**src/design/retry_backoff_controller_core_macros.svh**
```systemverilog
// Assertion macros shared by the retry backoff controller RTL.
// Each macro expects signals named clk and rst_n in the scope where it is used.
`ifndef RETRY_BACKOFF_CONTROLLER_CORE_MACROS_SVH
`define RETRY_BACKOFF_CONTROLLER_CORE_MACROS_SVH

// The consequent must hold in the same cycle as the antecedent.
`define RBC_ASSERT_IMP(label, ante, cons, msg) \
    label: assert property (@(posedge clk) disable iff (!rst_n) (ante) |-> (cons)) \
        else $error(msg);

// The consequent must hold in the cycle after the antecedent.
`define RBC_ASSERT_NXT(label, ante, cons, msg) \
    label: assert property (@(posedge clk) disable iff (!rst_n) (ante) |=> (cons)) \
        else $error(msg);

`endif

```
**src/design/rbc_pkg.sv**
```systemverilog
// Types and constants for the retry backoff controller.
// No dependencies; imported by retry_backoff_controller_core.
package rbc_pkg;

    typedef enum logic [2:0] {
        KIND_TRIGGER = 3'd0,
        KIND_OUTCOME = 3'd1,
        KIND_TICK    = 3'd2,
        KIND_STOP    = 3'd3,
        KIND_RESET   = 3'd4
    } kind_t;

    typedef enum logic [2:0] {
        EV_NONE    = 3'd0,
        EV_ATTEMPT = 3'd1,
        EV_SUCCESS = 3'd2,
        EV_GAVE_UP = 3'd3,
        EV_WAITING = 3'd4
    } event_t;

    typedef enum logic [2:0] {
        CFG_RETRY_ENABLE = 3'd0,
        CFG_RETRY_LIMIT  = 3'd1,
        CFG_FIRST_DELAY  = 3'd2,
        CFG_DELAY_CAP    = 3'd3,
        CFG_GROWTH       = 3'd4
    } cfg_index_t;

    localparam int unsigned COUNT_W  = 16;
    localparam int unsigned DELAY_W  = 32;
    localparam int unsigned LIMIT_W  = 17;
    localparam int unsigned GROWTH_W = 12;
    localparam int unsigned FRAC_W   = 8;

    localparam logic                RST_RETRY_ENABLE = 1'b1;
    localparam logic [LIMIT_W-1:0]  RST_RETRY_LIMIT  = 17'd5;
    localparam logic [DELAY_W-1:0]  RST_FIRST_DELAY  = 32'd1000;
    localparam logic [DELAY_W-1:0]  RST_DELAY_CAP    = 32'd30000;
    localparam logic [GROWTH_W-1:0] RST_GROWTH       = 12'd512;

    localparam logic [COUNT_W-1:0] COUNT_MAX = '1;

endpackage

```
**src/design/retry_backoff_controller_core.sv**
```systemverilog
// Retry controller with capped exponential backoff, top level.
// Depends on rbc_pkg and retry_backoff_controller_core_macros.svh.
//
// Usage:
// The slave stream carries one command transaction per beat: s_tuser holds the
// kind (trigger, attempt outcome, tick, stop, reset) and s_tdata[0] the outcome
// flag. Every accepted transaction produces exactly one result transaction on
// the master stream: m_tuser holds the event code, m_tdata the attempt count,
// the wait length in ticks and the busy flag.
// The block holds one input register and one output register. A command is
// evaluated against the controller state once it is in the input register and
// the output register is free or being emptied. Throughput is one transaction
// per cycle while the receiver does not stall, since each command needs one
// pass through a 32 by 12 bit multiply, a clamp compare and the limit compare.
// When the receiver stalls, the result waits in the output register and the
// input register still takes one more command; the slave side then deasserts
// s_tready until the result is taken.
// Configuration is written through cfg_we, cfg_addr and cfg_wdata while the
// block is idle. Reset clears the run state and loads the register defaults.
`include "retry_backoff_controller_core_macros.svh"

module retry_backoff_controller_core (
    input  logic        clk,
    input  logic        rst_n,
    input  logic        cfg_we,
    input  logic [2:0]  cfg_addr,
    input  logic [31:0] cfg_wdata,
    input  logic        s_tvalid,
    output logic        s_tready,
    input  logic [7:0]  s_tdata,   // [0] attempt_ok, [7:1] zero
    input  logic [2:0]  s_tuser,   // [2:0] kind
    output logic        m_tvalid,
    input  logic        m_tready,
    output logic [55:0] m_tdata,   // [15:0] attempt_number, [47:16] wait_ms, [48] busy_res
    output logic [2:0]  m_tuser    // [2:0] event_res
);

    import rbc_pkg::*;

    logic                retry_enable_reg;
    logic [LIMIT_W-1:0]  retry_limit_reg;
    logic [DELAY_W-1:0]  first_delay_reg;
    logic [DELAY_W-1:0]  delay_cap_reg;
    logic [GROWTH_W-1:0] growth_reg;

    logic                in_valid_reg;
    logic [2:0]          in_kind_reg;
    logic                in_ok_reg;

    logic                run_active_reg, run_active_next;
    logic                halted_reg, halted_next;
    logic                awaiting_reg, awaiting_next;
    logic [COUNT_W-1:0]  attempts_reg, attempts_next;
    logic [DELAY_W-1:0]  next_delay_reg, next_delay_next;
    logic [DELAY_W-1:0]  wait_left_reg, wait_left_next;

    logic                out_valid_reg, out_valid_next;
    event_t              out_event_reg, out_event_next;
    logic [COUNT_W-1:0]  out_count_reg, out_count_next;
    logic [DELAY_W-1:0]  out_wait_reg, out_wait_next;
    logic                out_busy_reg;

    logic                advance;
    logic                unlimited;
    logic [COUNT_W-1:0]  limit_count;
    logic                limit_hit;
    logic [DELAY_W+GROWTH_W-1:0] product;
    logic [DELAY_W+GROWTH_W-FRAC_W-1:0] grown;
    logic [DELAY_W-1:0]  grown_clamped;
    logic [DELAY_W-1:0]  wait_dec;

    assign advance  = in_valid_reg && (!out_valid_reg || m_tready);
    assign s_tready = !in_valid_reg || advance;

    always_ff @(posedge clk or negedge rst_n)
    begin
        if (!rst_n)
        begin
            retry_enable_reg <= RST_RETRY_ENABLE;
            retry_limit_reg  <= RST_RETRY_LIMIT;
            first_delay_reg  <= RST_FIRST_DELAY;
            delay_cap_reg    <= RST_DELAY_CAP;
            growth_reg       <= RST_GROWTH;
        end
        else if (cfg_we)
        begin
            case (cfg_addr)
                CFG_RETRY_ENABLE: retry_enable_reg <= cfg_wdata[0];
                CFG_RETRY_LIMIT:  retry_limit_reg  <= cfg_wdata[LIMIT_W-1:0];
                CFG_FIRST_DELAY:  first_delay_reg  <= cfg_wdata[DELAY_W-1:0];
                CFG_DELAY_CAP:    delay_cap_reg    <= cfg_wdata[DELAY_W-1:0];
                CFG_GROWTH:       growth_reg       <= cfg_wdata[GROWTH_W-1:0];
                default:          ;
            endcase
        end
    end

    always_ff @(posedge clk or negedge rst_n)
    begin
        if (!rst_n)
        begin
            in_valid_reg <= 1'b0;
        end
        else if (s_tready)
        begin
            in_valid_reg <= s_tvalid;
        end
    end

    always_ff @(posedge clk)
    begin
        if (s_tvalid && s_tready)
        begin
            in_kind_reg <= s_tuser;
            in_ok_reg   <= s_tdata[0];
        end
    end

    assign unlimited     = retry_limit_reg[LIMIT_W-1];
    assign limit_count   = retry_limit_reg[COUNT_W-1:0];
    assign product       = next_delay_reg * growth_reg;
    assign grown         = product[DELAY_W+GROWTH_W-1:FRAC_W];
    assign grown_clamped = (grown > {{(GROWTH_W-FRAC_W){1'b0}}, delay_cap_reg})
                           ? delay_cap_reg : grown[DELAY_W-1:0];
    assign wait_dec      = wait_left_reg - 1'b1;

    // The limit check runs on the count before the attempt in question.
    always_comb
    begin
        if (in_kind_reg == KIND_TRIGGER)
        begin
            limit_hit = !unlimited && (limit_count == '0);
        end
        else
        begin
            limit_hit = !unlimited && (attempts_reg >= limit_count);
        end
    end

    always_comb
    begin
        run_active_next = run_active_reg;
        halted_next     = halted_reg;
        awaiting_next   = awaiting_reg;
        attempts_next   = attempts_reg;
        next_delay_next = next_delay_reg;
        wait_left_next  = wait_left_reg;
        out_event_next  = EV_NONE;
        out_wait_next   = '0;
        out_count_next  = attempts_reg;

        case (in_kind_reg)
            KIND_TRIGGER:
            begin
                if (retry_enable_reg && !run_active_reg && !halted_reg)
                begin
                    next_delay_next = first_delay_reg;
                    wait_left_next  = '0;
                    if (limit_hit)
                    begin
                        run_active_next = 1'b0;
                        awaiting_next   = 1'b0;
                        attempts_next   = '0;
                        out_event_next  = EV_GAVE_UP;
                    end
                    else
                    begin
                        run_active_next = 1'b1;
                        awaiting_next   = 1'b1;
                        attempts_next   = COUNT_W'(1);
                        out_event_next  = EV_ATTEMPT;
                    end
                    out_count_next = attempts_next;
                end
            end
            KIND_OUTCOME:
            begin
                if (run_active_reg && !halted_reg && awaiting_reg)
                begin
                    awaiting_next = 1'b0;
                    if (in_ok_reg)
                    begin
                        out_event_next  = EV_SUCCESS;
                        attempts_next   = '0;
                        run_active_next = 1'b0;
                    end
                    else
                    begin
                        out_wait_next   = (next_delay_reg != '0) ? next_delay_reg
                                                                 : DELAY_W'(1);
                        wait_left_next  = out_wait_next;
                        out_event_next  = EV_WAITING;
                        next_delay_next = grown_clamped;
                    end
                end
            end
            KIND_TICK:
            begin
                if (run_active_reg && !halted_reg && (wait_left_reg != '0))
                begin
                    wait_left_next = wait_dec;
                    if (wait_dec == '0)
                    begin
                        if (limit_hit)
                        begin
                            run_active_next = 1'b0;
                            awaiting_next   = 1'b0;
                            out_event_next  = EV_GAVE_UP;
                        end
                        else
                        begin
                            if (attempts_reg != COUNT_MAX)
                            begin
                                attempts_next = attempts_reg + 1'b1;
                            end
                            awaiting_next  = 1'b1;
                            out_event_next = EV_ATTEMPT;
                        end
                        out_count_next = attempts_next;
                    end
                end
            end
            KIND_STOP:
            begin
                halted_next = 1'b1;
            end
            KIND_RESET:
            begin
                run_active_next = 1'b0;
                halted_next     = 1'b0;
                awaiting_next   = 1'b0;
                attempts_next   = '0;
                next_delay_next = '0;
                wait_left_next  = '0;
                out_count_next  = '0;
            end
            default:
            begin
            end
        endcase
    end

    always_ff @(posedge clk or negedge rst_n)
    begin
        if (!rst_n)
        begin
            run_active_reg <= 1'b0;
            halted_reg     <= 1'b0;
            awaiting_reg   <= 1'b0;
            attempts_reg   <= '0;
            next_delay_reg <= '0;
            wait_left_reg  <= '0;
        end
        else if (advance)
        begin
            run_active_reg <= run_active_next;
            halted_reg     <= halted_next;
            awaiting_reg   <= awaiting_next;
            attempts_reg   <= attempts_next;
            next_delay_reg <= next_delay_next;
            wait_left_reg  <= wait_left_next;
        end
    end

    always_comb
    begin
        if (advance)
        begin
            out_valid_next = 1'b1;
        end
        else if (m_tready)
        begin
            out_valid_next = 1'b0;
        end
        else
        begin
            out_valid_next = out_valid_reg;
        end
    end

    always_ff @(posedge clk or negedge rst_n)
    begin
        if (!rst_n)
        begin
            out_valid_reg <= 1'b0;
        end
        else
        begin
            out_valid_reg <= out_valid_next;
        end
    end

    always_ff @(posedge clk)
    begin
        if (advance)
        begin
            out_event_reg <= out_event_next;
            out_count_reg <= out_count_next;
            out_wait_reg  <= out_wait_next;
            out_busy_reg  <= run_active_next;
        end
    end

    assign m_tvalid = out_valid_reg;
    assign m_tuser  = out_event_reg;
    assign m_tdata  = {7'd0, out_busy_reg, out_wait_reg, out_count_reg};

    `RBC_ASSERT_IMP(a_await_in_run, awaiting_reg, run_active_reg,
                    "Attempt pending outside of a run.")
    `RBC_ASSERT_IMP(a_wait_in_run, wait_left_reg != '0,
                    run_active_reg && !awaiting_reg,
                    "Backoff wait running without an active run or with an attempt pending.")
    `RBC_ASSERT_IMP(a_waiting_nonzero, out_valid_reg && (out_event_reg == EV_WAITING),
                    (out_wait_reg != '0) && out_busy_reg,
                    "Waiting event reported with zero wait or idle run.")
    `RBC_ASSERT_NXT(a_reset_clears, advance && (in_kind_reg == KIND_RESET),
                    !run_active_reg && !halted_reg && (wait_left_reg == '0),
                    "Reset command did not clear the run state.")

endmodule

```
**config.mk**
```make
export PLATFORM = sky130hd
export DESIGN_NAME = retry_backoff_controller_core
export DESIGN_NICKNAME = d
export VERILOG_FILES = /design/src/design/rbc_pkg.sv /design/src/design/retry_backoff_controller_core.sv
export VERILOG_INCLUDE_DIRS = /design/src /design/src/design
export SDC_FILE = /design/constraint.sdc
export NUM_CORES = 1
export LEC_CHECK = 0
export BUFFER_PORTS_ARGS = -buffer_cell sky130_fd_sc_hd__buf_2
export CAP_MARGIN = 20
export CORE_MARGIN = 5
export CORE_UTILIZATION = 25
export DETAILED_ROUTE_END_ITERATION = 10
export GPL_TIMING_DRIVEN = 0
export PLACE_DENSITY_LB_ADDON = 0.15
export SETUP_SLACK_MARGIN = 0.4
export SLEW_MARGIN = 20
export SYNTH_ARGS = -nofsm -noshare
export SYNTH_HDL_FRONTEND = slang
export SYNTH_SLANG_ARGS = --single-unit
```
**constraint.sdc**
```tcl
create_clock -name clk -period 17.65 [get_ports clk]
set_clock_uncertainty 0.15 [all_clocks]
set_input_delay 0.8825 -clock clk [delete_from_list [all_inputs] [get_ports clk]]
set_output_delay 0.8825 -clock clk [all_outputs]
set_load 0.02 [all_outputs]
```
==> metrics, run 1 <==
status=completed; Critical Path RT=17,940 ps; Post-synth top cells=439 x nand2_1, 409 x inv_1, 299 x fa_1, 162 x dfrtp_1, 140 x and2_1; P&R area growth vs syn=13.2%; part of the cycle the worst path needs=60.7%; top_reg_cell synth=dfrtp_1; top-count cell post-synth=nand2_1; met2 wire length=41.3 mm; R2R Path End=next_delay_reg[5]$_DFFE_PN0P_; initial antenna violation count=12; # rows=114; simple logic cell fraction of the synthesized area=17.1%; GPL Wtd Cong=0.856; WP buf/inv=6; # IOs=112; total grt overflow=0; RSZ-0062 raised after global routing=false; Hold Crit Endpoint=in_ok_reg$_DFFE_PP_; HPWL after DPL=70.8 mm; DRT antenna net count=0; total CTS buffers=28; CP Launch Type=flip-flop; Hold WC Path Type=in2reg; clock tree sinks=235; wire per inst=21.5 um; WL met3=4.30 mm; Worst Hold Path Cells=1; largest net degree at the start of global routing=86; first-pass GRT wire length=134 mm; CTS tree=yes; synthesized instance count=2,684; Slew Viols, Final=0; Die ar.=104,000 sq um; clk buf depth=3; core area=96,700 sq um; dpl ws=7030 ps; Remaining DRCs=0; distinct cell type count after synthesis=78; Metal-1 WL=41.6 mm; synth top area cells=fa_1 25%, dfrtp_1 17%, edfxtp_1 6.9%; Total Wirelength=88.6 mm; CP Data Arrival Time=11,000 ps; Starting Density=25.2%; post-synthesis register bit count=235; # setup viols final=0; Post-synth EDFFs=56; Slew Limit Headroom=31.6%; xor/xnor share of the synthesized area=1.69%; Max Fclk=0.0934 GHz; Die W=322 um; reg-to-reg critical path startpoint=next_delay_reg[1]$_DFFE_PN0P_; number of global-route vias before repair=20,200; GRT Total Usage=17.1%; Nets=3,301; Vias/cell=4.74; Period minus WS final=10,710 ps; clock-pin transition on the worst setup and hold timing paths=70 ps; Post-Synth Adder-Cell Area=31.2%; r2r worst-path depth=31; endpoint class of the critical path=flip-flop; Largest stage delay, worst path=680 ps; setup TNS=0 ps; Worst Max-Slew Pin Slew=1020 ps; Detailed Route Iter0 Violations=1,374; Avg Synthesized Cell Area=9.08 sq um; register area share after synthesis=25.4%; H-Tree Level Count=1; final hold vios=0; post-synthesis compound-gate area fraction=10.6%; CP delay by family, top=compound AO/OA/AOI/OAI gates; CP dominant cell by count=fa_1; placed insts=4,067; PortBufs=97; max cap viols=0; worst skew pair latency=600 ps; top cell type's share of synthesized area=24.6%; worst hold start=s_tdata[0]; via count=19,500; critical path class=reg2reg; register-to-register setup slack=6940 ps; mux share of post-synthesis cell area=5.13%; non-filler instance count after layout=4,121; router iterations before antenna repair=5; Mapped Area=24,400 sq um; setup bufs post-CTS=0; clock root buffer=clkbuf_16; Synth async-reset ratio=76.2%; Final WS setup=6940 ps; hold-fix buffers at CTS=1; Synth warnings=0; cell taking the most area after synthesis=fa_1; share of layout cells above drive strength 1=9.67%; Crit-path slowest cell=dfrtp_1; highest routed layer=met4; cts repair resizes=0; Die Y=322 um; Worst Path Max Fanout=10; main combinational cell family by area after synthesis=adder cells
[kinds of logic after synthesis]
kind of cell             Yosys count
other                              1
XOR/XNOR                          47
AND/OR/NAND/NOR                  890
buffers and inverters            567
flip-flops                       235
multiplexers                     115
adder cells (fa/ha/maj)          428
AO/OA/AOI/OAI                    401
[routing by layer]
metal / GRT usage [%] / vias to the layer above
met5: 0 / -
met4: 2.54 / 0
met3: 2.10 / 85
met2: 27.9 / 462
met1: 24.9 / 9975
li1: - / 9009
[worst reg2reg max path: cells and delay by family (launching register included)]
family                   cells  cell delay, ps
XOR/XNOR                     1             220
AND/OR/NAND/NOR              3             680
adder cells (fa/ha/maj)      7            3400
buffers and inverters        6            1450
multiplexers                 1             280
AO/OA/AOI/OAI               13            3670
flip-flops                   1             680
[worst max-delay path by stage]
stage                                  start                        endpoint  slack [ps]  cells past startpoint
2_1_floorplan      growth_reg[9]$_DFFE_PN1P_  next_delay_reg[11]$_DFFE_PN0P_        9620                     30
3_3_place_gp   next_delay_reg[1]$_DFFE_PN0P_   next_delay_reg[5]$_DFFE_PN0P_        6130                     30
3_5_place_dp   next_delay_reg[1]$_DFFE_PN0P_   next_delay_reg[5]$_DFFE_PN0P_        7030                     31
4_1_cts        next_delay_reg[1]$_DFFE_PN0P_   next_delay_reg[5]$_DFFE_PN0P_        6990                     31
5_1_grt        next_delay_reg[1]$_DFFE_PN0P_  next_delay_reg[31]$_DFFE_PN0P_        6410                     31
6_report       next_delay_reg[1]$_DFFE_PN0P_   next_delay_reg[5]$_DFFE_PN0P_        6940                     31
[placed cells by master (no fill, tap or decap), types with 56 or more instances in the layout]
cell	instances
ha_1	129
a21oi_1	94
nor2_1	113
and2_1	140
buf_2	104
fa_1	299
clkbuf_1	141
edfxtp_1	56
nand2_1	439
o21ai_0	116
mux2_2	80
dfrtp_1	162
inv_1	408
[through the flow]
stage / hold slack [ps] / utilization (%) / instance area (sq um)
2_1_floorplan: 307 / - / 24400
3_3_place_gp: 326 / 27.4 / 26500
3_5_place_dp: 336 / 27.5 / 26600
4_1_cts: 284 / 28.5 / 27600
5_1_grt: 298 / 28.5 / 27600
6_report: 314 / 28.5 / 27600
[layout make-up]
cell class              count  area [sq um]
plain buffers             157           632
inverters                 410          1540
clock inverters            19           235
flip-flops and latches    235          6180
well taps                1276          1600
fillers                 10600         69100
diodes                      1          2.50
repair buffers            102           586
clock buffers              33           749
multi-input cells        1888         16100
Power of run 1 is left out: the tool's default activity adds up to more than one toggle a clock period on the data nets, which glitch-free logic cannot reach.
==> run 2: changes to the inputs <==
--- a/config.mk
+++ b/config.mk
@@ -6,6 +6,7 @@
 export SDC_FILE = /design/constraint.sdc
 export NUM_CORES = 1
 export LEC_CHECK = 0
+export ABC_AREA = 1
 export BUFFER_PORTS_ARGS = -buffer_cell sky130_fd_sc_hd__buf_2
 export CAP_MARGIN = 20
 export CORE_MARGIN = 5
==> constraint.sdc (replaced) <==
create_clock -name clk -period 9.8 [get_ports clk]
set_clock_uncertainty 0.15 [all_clocks]
set_input_delay 0.49 -clock clk [delete_from_list [all_inputs] [get_ports clk]]
set_output_delay 0.49 -clock clk [all_outputs]
set_load 0.02 [all_outputs]
==> metrics, run 2 <==
status=completed; r2r worst-path depth=37; Synth async-reset ratio=76.2%; commonest cells after routing, fill and taps aside=1,160 x nand2_1, 783 x inv_1, 299 x fa_1, 245 x nor2_1, 181 x nand3_1; xor/xnor share of the synthesized area=1.28%; gr busiest metal=met2; part of the cycle the worst path needs=91.5%; worst skew pair latency=630 ps; Die ar.=114,000 sq um; final hold vios=0; register-to-register setup slack=830 ps; Vias/cell=4.48; wire per inst=19.2 um; P&R area growth vs syn=13.3%; # setup viols final=0; most common cell after layout, fill and taps aside=nand2_1; Period minus WS final=8970 ps; main combinational cell family by area after synthesis=adder cells; critical path class=reg2reg; via count=23,700; R2R Path End=next_delay_reg[6]$_DFFE_PN0P_; share of layout cells above drive strength 1=6.86%; Worst Path Max Fanout=10; PortBufs=97; Total Wirelength=102 mm; clk buf depth=3; total CTS buffers=29; max cap viols=0; Post-Synth Adder-Cell Area=28.4%; synth top area cells=fa_1 22%, nand2_1 16%, dfrtp_1 15%; setup bufs post-CTS=0; initial antenna violation count=3; M1 GR Usage=26.3%; HPWL after DPL=84.2 mm; Post-synth top cells=1,160 x nand2_1, 784 x inv_1, 299 x fa_1, 245 x nor2_1, 181 x nand3_1; reg-to-reg critical path startpoint=next_delay_reg[11]$_DFFE_PN0P_; Slew Viols, Final=0; total grt overflow=0; placed insts=5,222; Post-synth EDFFs=56; # IOs=112; # rows=120; number of global-route vias before repair=23,800; GRT Total Usage=17.9%; Nets=4,349; Synth warnings=0; post-synthesis compound-gate area fraction=6.88%; Worst Hold Path Cells=4; post-synthesis register bit count=235; simple logic cell fraction of the synthesized area=26.5%; setup TNS=0 ps; Largest stage delay, worst path=730 ps; clock-pin transition on the worst setup and hold timing paths=60 ps; Hold Crit Endpoint=m_tvalid$_DFFE_PN0P_; clock tree sinks=235; Die Y=337 um; non-filler instance count after layout=5,296; top cell type's share of synthesized area=22.4%; core area=107,000 sq um; mux share of post-synthesis cell area=0.0843%; Slew Limit Headroom=24.5%; worst hold start=m_tready; Starting Density=25.1%; Max Fclk=0.112 GHz; H-Tree Level Count=1; endpoint class of the critical path=flip-flop; Crit-path slowest cell=dfrtp_1; CP Data Arrival Time=9300 ps; Mapped Area=26,700 sq um; CP Launch Type=flip-flop; Detailed Route Iter0 Violations=1,591; Hold WC Path Type=in2reg; CTS tree=yes; Remaining DRCs=0; M3 GR Usage=2.82%; Final WS setup=832 ps; RSZ-0062 raised after global routing=false; Util after Layout=28.4%; clock root buffer=clkbuf_16; distinct cell type count after synthesis=52; router iterations before antenna repair=5; Worst Max-Slew Pin Slew=1130 ps; first-pass GRT wire length=154 mm; dpl ws=555 ps; top-count cell post-synth=nand2_1; synthesized instance count=3,713; top_reg_cell synth=dfrtp_1; cell taking the most area after synthesis=fa_1; Ant. Diodes=0; met2 Usage GRT=28.1%; largest net degree at the start of global routing=75; Die W=337 um; Critical Path RT=10,130 ps; CP dominant cell by count=nand2_1; Avg Synthesized Cell Area=7.20 sq um; DRT antenna net count=0; register area share after synthesis=23.1%; GPL Wtd Cong=0.885
-- run 2: cell families (layout without fill, tap and decap cells) --
kind of cell,after synthesis,count (layout)
simple gates,1716,1716
mux,2,2
fa+ha+maj,428,428
other cells,1,7
buf+inv,950,1124
flops,235,235
compound gates,345,345
xor+xnor,36,36
-- run 2: routing by layer --
layer / up-vias / routed length, um
met3: 87 / 4990
li1: 11500 / -
met2: 471 / 44900
met4: 0 / 2050
met1: 11700 / 49900
met5: - / 0
-- run 2: critical path, delay by kind of cell, from the launching register on --
kind                       cells  cell delay (ps)
and+or+nand+nor               20             2310
AOI/OAI and AO/OA              3              520
adders and majority gates      7             3460
DFF                            1              730
buffers and inverters          6             1150
xor gates and xnor gates       1              480
-- run 2: timing repair --
| item | in CTS | in global routing |
|---|---|---|
| setup endpoints to repair | 0 | 32 |
| resized for setup | 0 | 43 |
| endpoints found under the hold margin | 77 | 0 |
| hold buffers | 20 | 0 |
-- run 2: worst max-delay path by stage --
stage | from | slack, ps | cells past startpoint | to
after global routing | growth_reg[7]$_DFFE_PN0P_ | 400 | 38 | next_delay_reg[4]$_DFFE_PN0P_
after global placement | growth_reg[11]$_DFFE_PN0P_ | 530 | 36 | next_delay_reg[11]$_DFFE_PN0P_
after CTS | growth_reg[11]$_DFFE_PN0P_ | 550 | 38 | next_delay_reg[30]$_DFFE_PN0P_
after detailed placement | growth_reg[11]$_DFFE_PN0P_ | 550 | 38 | next_delay_reg[30]$_DFFE_PN0P_
after floorplan | growth_reg[9]$_DFFE_PN1P_ | 2990 | 38 | next_delay_reg[22]$_DFFE_PN0P_
final | next_delay_reg[11]$_DFFE_PN0P_ | 830 | 37 | next_delay_reg[6]$_DFFE_PN0P_
-- run 2: cell type report --
class	count	area (sq um)
clock inverters	13	178
clock buffers	41	791
plain buffers	157	702
well taps	1403	1760
flip-flops and latches	235	6190
fillers	11900	76300
repair buffers	120	778
multi-input cells	2534	16900
inverters	793	2980
-- run 2: per-stage QoR --
stage / hold slack [ps] / instance area, sq um
3_5_place_dp: 296 / 29100
3_3_place_gp: 318 / 29000
5_1_grt: 15.5 / 30300
4_1_cts: 4.48 / 30200
6_report: 28.4 / 30300
2_1_floorplan: 44.4 / 26700
Power of run 2 is left out for the same reason.
==> run 3: changes to the inputs <==
--- a/config.mk
+++ b/config.mk
@@ -6,11 +6,12 @@
 export SDC_FILE = /design/constraint.sdc
 export NUM_CORES = 1
 export LEC_CHECK = 0
-export ABC_AREA = 1
 export BUFFER_PORTS_ARGS = -buffer_cell sky130_fd_sc_hd__buf_2
 export CAP_MARGIN = 20
+export CELL_PAD_IN_SITES_DETAIL_PLACEMENT = 1
+export CELL_PAD_IN_SITES_GLOBAL_PLACEMENT = 2
 export CORE_MARGIN = 5
-export CORE_UTILIZATION = 25
+export CORE_UTILIZATION = 23
 export DETAILED_ROUTE_END_ITERATION = 10
 export GPL_TIMING_DRIVEN = 0
 export PLACE_DENSITY_LB_ADDON = 0.15
==> metrics, run 3 (same netlist as run 1, synthesis figures left out) <==
reg-to-reg critical path startpoint=next_delay_reg[11]$_DFFE_PN0P_; max cap viols=0; Largest stage delay, worst path=590 ps; # IOs=112; CTS tree=yes; Worst Hold Path Cells=3; P&R area growth vs syn=16.7%; CP Launch Type=flip-flop; most common cell after layout, fill and taps aside=nand2_1; Worst Max-Slew Pin Slew=1090 ps; clock tree sinks=235; # rows=119; Die W=336 um; Worst Path Max Fanout=10; Slew Viols, Final=0; endpoint class of the critical path=flip-flop; DRT antenna net count=0; Vias/cell=4.68; CP dominant cell by count=fa_1; met2 Usage GRT=30.0%; CP delay by family, top=adder cells; HPWL after DPL=82.1 mm; first-pass GRT wire length=152 mm; Hold Crit Endpoint=retry_limit_reg[2]$_DFFE_PN1P_; Crit-path slowest cell=a211oi_1; M1 GR Usage=25.7%; Max Fclk=0.111 GHz; clk buf depth=3; Detailed Route Iter0 Violations=939; Die ar.=113,000 sq um; GPL Wtd Cong=0.830; clock root buffer=clkbuf_16; final hold vios=0; core area=105,000 sq um; register-to-register setup slack=770 ps; number of global-route vias before repair=22,000; wire per inst=23.6 um; Nets=3,337; PortBufs=97; Remaining DRCs=0; via count=20,000; R2R Path End=next_delay_reg[5]$_DFFE_PN0P_; # fillers=12,200; Period minus WS final=9030 ps; GRT Total Usage=17.9%; H-Tree Level Count=1; Final WS setup=765 ps; CP Data Arrival Time=9360 ps; RSZ-0062 raised after global routing=false; Total Wirelength=101 mm; Die Y=336 um; total CTS buffers=30; worst hold start=cfg_wdata[2]; commonest cells after routing, fill and taps aside=439 x nand2_1, 408 x inv_1, 299 x fa_1, 140 x and2_1, 134 x dfrtp_1; M3 GR Usage=1.99%; critical path class=reg2reg; WP buf/inv=8; router iterations before antenna repair=5; Hold WC Path Type=in2reg; share of layout cells above drive strength 1=13.9%; worst skew pair latency=630 ps; # setup viols final=0; initial antenna violation count=13; total grt overflow=0; Starting Density=23.2%; clock-pin transition on the worst setup and hold timing paths=70 ps; Critical Path RT=10,120 ps; r2r worst-path depth=34; critical path depth=34; Slew Limit Headroom=27.0%; part of the cycle the worst path needs=92.2%; dpl ws=-1590 ps; gr busiest metal=met2; status=completed; largest net degree at the start of global routing=84
[run 3: changes by cell type in the layout (fill, tap and decap cells not counted), moves of 27 or more]
| cell | previous run | this run |
|---|---|---|
| nand2_1 | 1160 | 439 |
| inv_1 | 783 | 408 |
| nand3_1 | 181 | 35 |
| and2_1 | 2 | 140 |
| nor2_1 | 245 | 110 |
| mux2_2 | 2 | 80 |
| clkbuf_1 | 120 | 82 |
| mux2i_1 | 0 | 34 |
| o221ai_1 | 0 | 33 |
| a21oi_1 | 124 | 93 |
| clkbuf_4 | 0 | 28 |
| a21o_1 | 2 | 29 |
| o22ai_1 | 31 | 4 |
[run 3: routing by layer]
layer | share of wire [%] | vias to the layer above
li1 | - | 9087
met1 | 48 | 10500
met2 | 47 | 372
met3 | 3.9 | 87
met4 | 1.4 | 4
met5 | 0.027 | -
[run 3: timing repair]
item	4_1_cts	5_1_grt
resized for setup	126	47
pin swaps	4	6
hold buffers	22	0
setup buffers	6	3
endpoints found under the hold margin	83	0
endpoints found under the setup margin	32	32
[run 3: worst max path at each step]
stage / start / end / slack [ps]
4_1_cts: next_delay_reg[5]$_DFFE_PN0P_ / next_delay_reg[31]$_DFFE_PN0P_ / 400
3_5_place_dp: next_delay_reg[1]$_DFFE_PN0P_ / next_delay_reg[31]$_DFFE_PN0P_ / -1590
2_1_floorplan: growth_reg[9]$_DFFE_PN1P_ / next_delay_reg[11]$_DFFE_PN0P_ / 1770
5_1_grt: growth_reg[9]$_DFFE_PN1P_ / next_delay_reg[5]$_DFFE_PN0P_ / 400
3_3_place_gp: next_delay_reg[1]$_DFFE_PN0P_ / next_delay_reg[31]$_DFFE_PN0P_ / -3270
6_report: next_delay_reg[11]$_DFFE_PN0P_ / next_delay_reg[5]$_DFFE_PN0P_ / 770
[run 3: layout make-up]
class | count | area [sq um] | area share (%)
Multi-Input combinational cell | 1888 | 16200 | 56.9
Sequential cell | 235 | 6220 | 21.9
Tap cell | 1391 | 1740 | 6.12
Inverter | 410 | 1540 | 5.41
Timing Repair Buffer | 136 | 907 | 3.19
Buffer | 157 | 822 | 2.89
Clock buffer | 38 | 821 | 2.88
Clock inverter | 18 | 208 | 0.730
Antenna cell | 4 | 10.0 | 0.0352
[run 3: worst reg2reg max path: cells and delay by family, from the launching register on]
family	cells	cell delay, ps
buf+inv	8	1190
fa+ha+maj	7	3230
simple gates	7	1280
compound gates	10	2120
xor+xnor	1	170
mux	1	240
flops	1	520
[run 3: stage by stage]
step,cells,TNS (ps),hold slack [ps],util [%],instance area [sq um]
floorplan,2690,0,44.4,-,24400
global placement,4178,-94140,329,25.3,26600
detailed placement,4185,-44150,305,25.4,26800
CTS,4269,0,17.6,26.9,28300
global route,4273,0,52.6,27.0,28400
finish,4277,0,59.8,27.0,28500
Power of run 3 is left out for the same reason.
